--- config.mk ---
export PLATFORM = sky130hd
export DESIGN_NAME = cpsr_ram
export DESIGN_NICKNAME = d
export VERILOG_FILES = /design/src/rtl/core/cpsr_ram.sv
export SDC_FILE = /design/constraint.sdc
export NUM_CORES = 1
export LEC_CHECK = 0
export BUFFER_PORTS_ARGS = -buffer_cell sky130_fd_sc_hd__buf_2
export CAP_MARGIN = 10
export CORE_AREA = 2 2 269 271
export DETAILED_ROUTE_END_ITERATION = 8
export DIE_AREA = 0 0 271 273
export SYNTH_ARGS = -nofsm -noshare
export SYNTH_HDL_FRONTEND = slang
export SYNTH_SLANG_ARGS = --single-unit
--- constraint.sdc ---
create_clock -name clk -period 6 [get_ports clk]
set_input_delay 0.6 -clock clk [delete_from_list [all_inputs] [get_ports clk]]
set_output_delay 0.6 -clock clk [all_outputs]
set_load 0.1 [all_outputs]
--- src/rtl/core/cpsr_ram.sv ---
// Generic simple dual-port RAM with a registered read port.
module cpsr_ram #(
    parameter int WIDTH = 64,
    parameter int DEPTH = 8,
    parameter int AW    = (DEPTH > 1) ? $clog2(DEPTH) : 1
) (
    input  logic             clk,
    input  logic             we,
    input  logic [AW-1:0]    waddr,
    input  logic [WIDTH-1:0] wdata,
    input  logic             re,
    input  logic [AW-1:0]    raddr,
    output logic [WIDTH-1:0] rdata
);

    logic [WIDTH-1:0] mem [DEPTH];
    logic [WIDTH-1:0] rdata_reg;

    always_ff @(posedge clk)
    begin
        if (we)
        begin
            mem[waddr] <= wdata;
        end
        if (re)
        begin
            rdata_reg <= mem[raddr];
        end
    end

    assign rdata = rdata_reg;

endmodule

* Word level (Yosys, flattened, before mapping)
Memory sizes are Yosys's and may differ from the RTL's. A register that Yosys moved wholly into a read port is not among the register bits.
Cells that the tools add are included.
** Cells by class
- Multiplexer cells :: 2
** Operator list (number)
- two-way mux 1 bit :: 2
** Word-level totals
- Bits in registers :: 0
- RAM bits :: 512
- Bits of input ports :: 73
- Output and inout bits :: 64
- Logic and storage cells :: 3
- Memories kept :: 1
** Memory list
- mem :: words 8, bits a word 64, read ports 1, clocked after Yosys merged registers in 1, write ports 1, RTL line 16 : logic [WIDTH-1:0] mem [DEPTH];

* Depth between registers and ports, before layout
- Depth in word-level cells :: 2
- Mapped depth :: 4
- Depth with buffers taken out :: 2

* Least setup slack after synthesis
OpenSTA, ideal clock, no wires.
- Path type :: input to register
- From :: input waddr[2]
- To :: memory mem[0][0], enable pin
- Setup time :: 0.565 ns
- Arrival time :: 5.130 ns
- Data required time :: 5.435 ns
- Slack :: 0.304 ns
- Cell stages on the path :: 2
- Buffers on the path :: 0
- Cell sequence :: nand2b_1 nor3_1
** RTL lines
- start, declared :: RTL line 9 : input logic [AW-1:0] waddr,
- end, declared :: RTL line 16
Straight into the memory's write port.

==> impl_metrics.json <==
{
  "status": "completed",
  "startpoint_type": "primary input",
  "ys_seq_elements": 576,
  "cts_setup_buffers": 0,
  "ctsResizeCount": 0,
  "yosysTopAreaCell": "edfxtp_1",
  "die_w_um": 271,
  "antenna_found_initial": 11,
  "cp.arrival_ns": 2.85,
  "grt_overflow": 0,
  "cts_root_buf": "clkbuf_16",
  "ant_nets": 0,
  "p_int_w": 0.00691,
  "crit_path_end_kind": "flip-flop",
  "ys_types": 12,
  "clock.fmax_mhz": 405,
  "grt_pass1_vias": 9858,
  "hold_path_class": "in -> reg",
  "grt-busiest-layer": "met2",
  "path_clk_slew_ns": 0.06,
  "synth_fp_nets": 889,
  "routabilityCongestion": 0.660,
  "syn2layout_area_growth_pct": 18.1,
  "grt_util_met2_pct": 19.7,
  "avgSynthCellArea_um2": 26.0,
  "drcViolationCount": 0,
  "drt-initial-drc-count": 814,
  "seqPwrFrac_pct": 51.8,
  "met3_usage_pct": 3.19,
  "holdBufCountCts": 0,
  "maxSlewHeadroom_pct": 29.9,
  "vias_per_cell": 4.53,
  "p_switching_w": 0.00205,
  "core_area_um2": 71000,
  "grt_util_all_layers_pct": 12.2,
  "crit_required_ns": 6.37,
  "maxCapViolCount": 0,
  "maxSlewViolCount": 0,
  "use_met1_pct": 16.4,
  "wl_per_cell_um": 22.6,
  "start_util_pct": 29.8,
  "worst_slew_pin_slew_ns": 1.05,
  "die_area_um2": 74000,
  "worstSkewPairLatency_ns": 0.62,
  "grt_max_degree": 73,
  "synth_area_leaders": "edfxtp_1 82%, mux4_2 14%, mux2_2 3.4%",
  "grt_pass1_wl_um": 66100,
  "clock_power_share_pct": 40.7,
  "hold-worst-slack_ns": 0.251,
  "finalSetupTns_ns": 0,
  "num_antenna_cells": 0,
  "nNetsFinal": 1069,
  "p_leak_nw": 7.96,
  "rows": 98,
  "synthCells": 816,
  "regToRegSetupSlack_ns": 4.57,
  "io_buffers": 136,
  "syn-cell-area_um2": 21200,
  "power_density_nw_per_um2": 358,
  "numCtsBuffers": 59,
  "rsz0062_at_grt": "false",
  "drive_above_1_share_pct": 42.1,
  "endpoint": "rdata[36]",
  "cp_max_fo": 72,
  "peakVddDrop_v": 0.000203,
  "yosys.area.top_type_share_pct": 81.6,
  "hold_viol": 0,
  "dieHeight_um": 273,
  "yosysSeqAreaShare_pct": 81.6,
  "largest_reg_flops": 512,
  "setup_viol": 0,
  "fin_worst_skew_ns": 0.0238,
  "reg2reg_to": "rdata[20]",
  "switching_share_pct": 22.9,
  "clk_path_buf_depth": 3,
  "crit_start": "raddr[0]",
  "dp_hpwl_um": 23700,
  "h-tree-depth": 2,
  "via_count": 9029,
  "period_needed_ns": 2.47,
  "tritoncts": "yes",
  "wl_um": 45100,
  "period_share_pct": 41.2,
  "clkSinkCount": 576,
  "fin_util_pct": 35.2,
  "firstDrtPassIters": 4,
  "combPwrFrac_pct": 7.5,
  "ys_warn_count": 0,
  "ios": 137,
  "critPathKind": "in -> reg",
  "r2r_cells": 2,
  "r2r_start": "mem[2][20]"
}
==> worst min path at each step <==
| stage | start | endpoint | slack, ns | depth (start not counted) |
|---|---|---|---|---|
| finish | wdata[62] | mem[1][62] | 0.25 | 1 |
| CTS | wdata[27] | mem[1][27] | 0.20 | 1 |
| global placement | mem[6][49] | rdata[49] | 0.74 | 2 |
| floorplan | wdata[0] | mem[0][0] | 0.70 | 0 |
| global route | wdata[41] | mem[5][41] | 0.22 | 1 |
| detailed placement | mem[6][45] | rdata[45] | 0.74 | 2 |
==> power by group through the flow <==
stage	sequential, W	clock [W]	combinational (W)
after floorplan	0.00497	0	0.000238
after global placement	0.00472	0	0.000675
after detailed placement	0.00473	0	0.000685
after CTS	0.00464	0.00376	0.000687
after global routing	0.00465	0.00391	0.000712
final	0.00464	0.00365	0.000673
==> cell type report <==
class / count / area (µm²)
fill: 6504 / 46000
tap: 950 / 1190
multi-input combinational: 205 / 3720
clock inverter: 42 / 429
sequential: 576 / 17300
timing repair buffer: 154 / 875
clock buffer: 68 / 1510
==> critical path, cell delays in order <==
cell    delay [ns]
buf_8         0.59
buf_4         0.64
mux4_2        0.59
mux2_2        0.28
==> stage by stage <==
stage | worst slack, ns | instance area (µm²) | instances | power (W)
finish | 3.53 | 25000 | 1995 | 0.00896
global route | 3.33 | 25000 | 1995 | 0.00927
global placement | 2.85 | 23100 | 1885 | 0.00539
detailed placement | 2.79 | 23100 | 1885 | 0.00541
CTS | 3.48 | 25000 | 1995 | 0.00909
floorplan | 0.304 | 21200 | 816 | 0.00521
==> layer usage <==
layer,routed length [µm],share of wire (%)
met1,19700,44
met2,21500,48
met3,2960,6.6
met4,790,1.8
met5,93,0.21
==> cell families (layout without fill, tap and decap cells) <==
kind of cell	count (synthesis)	after routing	synth area share [%]
buffers and inverters	35	264	1.08
flip-flops	576	576	81.6
multiplexers	192	192	17.0
AND/OR/NAND/NOR	13	13	0.278
==> placed cells by master (no fill, tap or decap), drive strengths merged <==
cell type and count:
buf 154, bufinv 7, clkbuf 68, clkinv 28, clkinvlp 2, edfxtp 576, inv 5, mux2 64
mux4 128, nand2 2, nand2b 3, nor2 6, nor3 2
==> synthesized netlist by cell type (all sizes together) <==
| cell type | instances |
|---|---|
| buf | 26 |
| clkbuf | 9 |
| edfxtp | 576 |
| mux2 | 64 |
| mux4 | 128 |
| nand2 | 2 |
| nand2b | 3 |
| nor2 | 6 |
| nor3 | 2 |
Power figures use the tool's default switching activity.
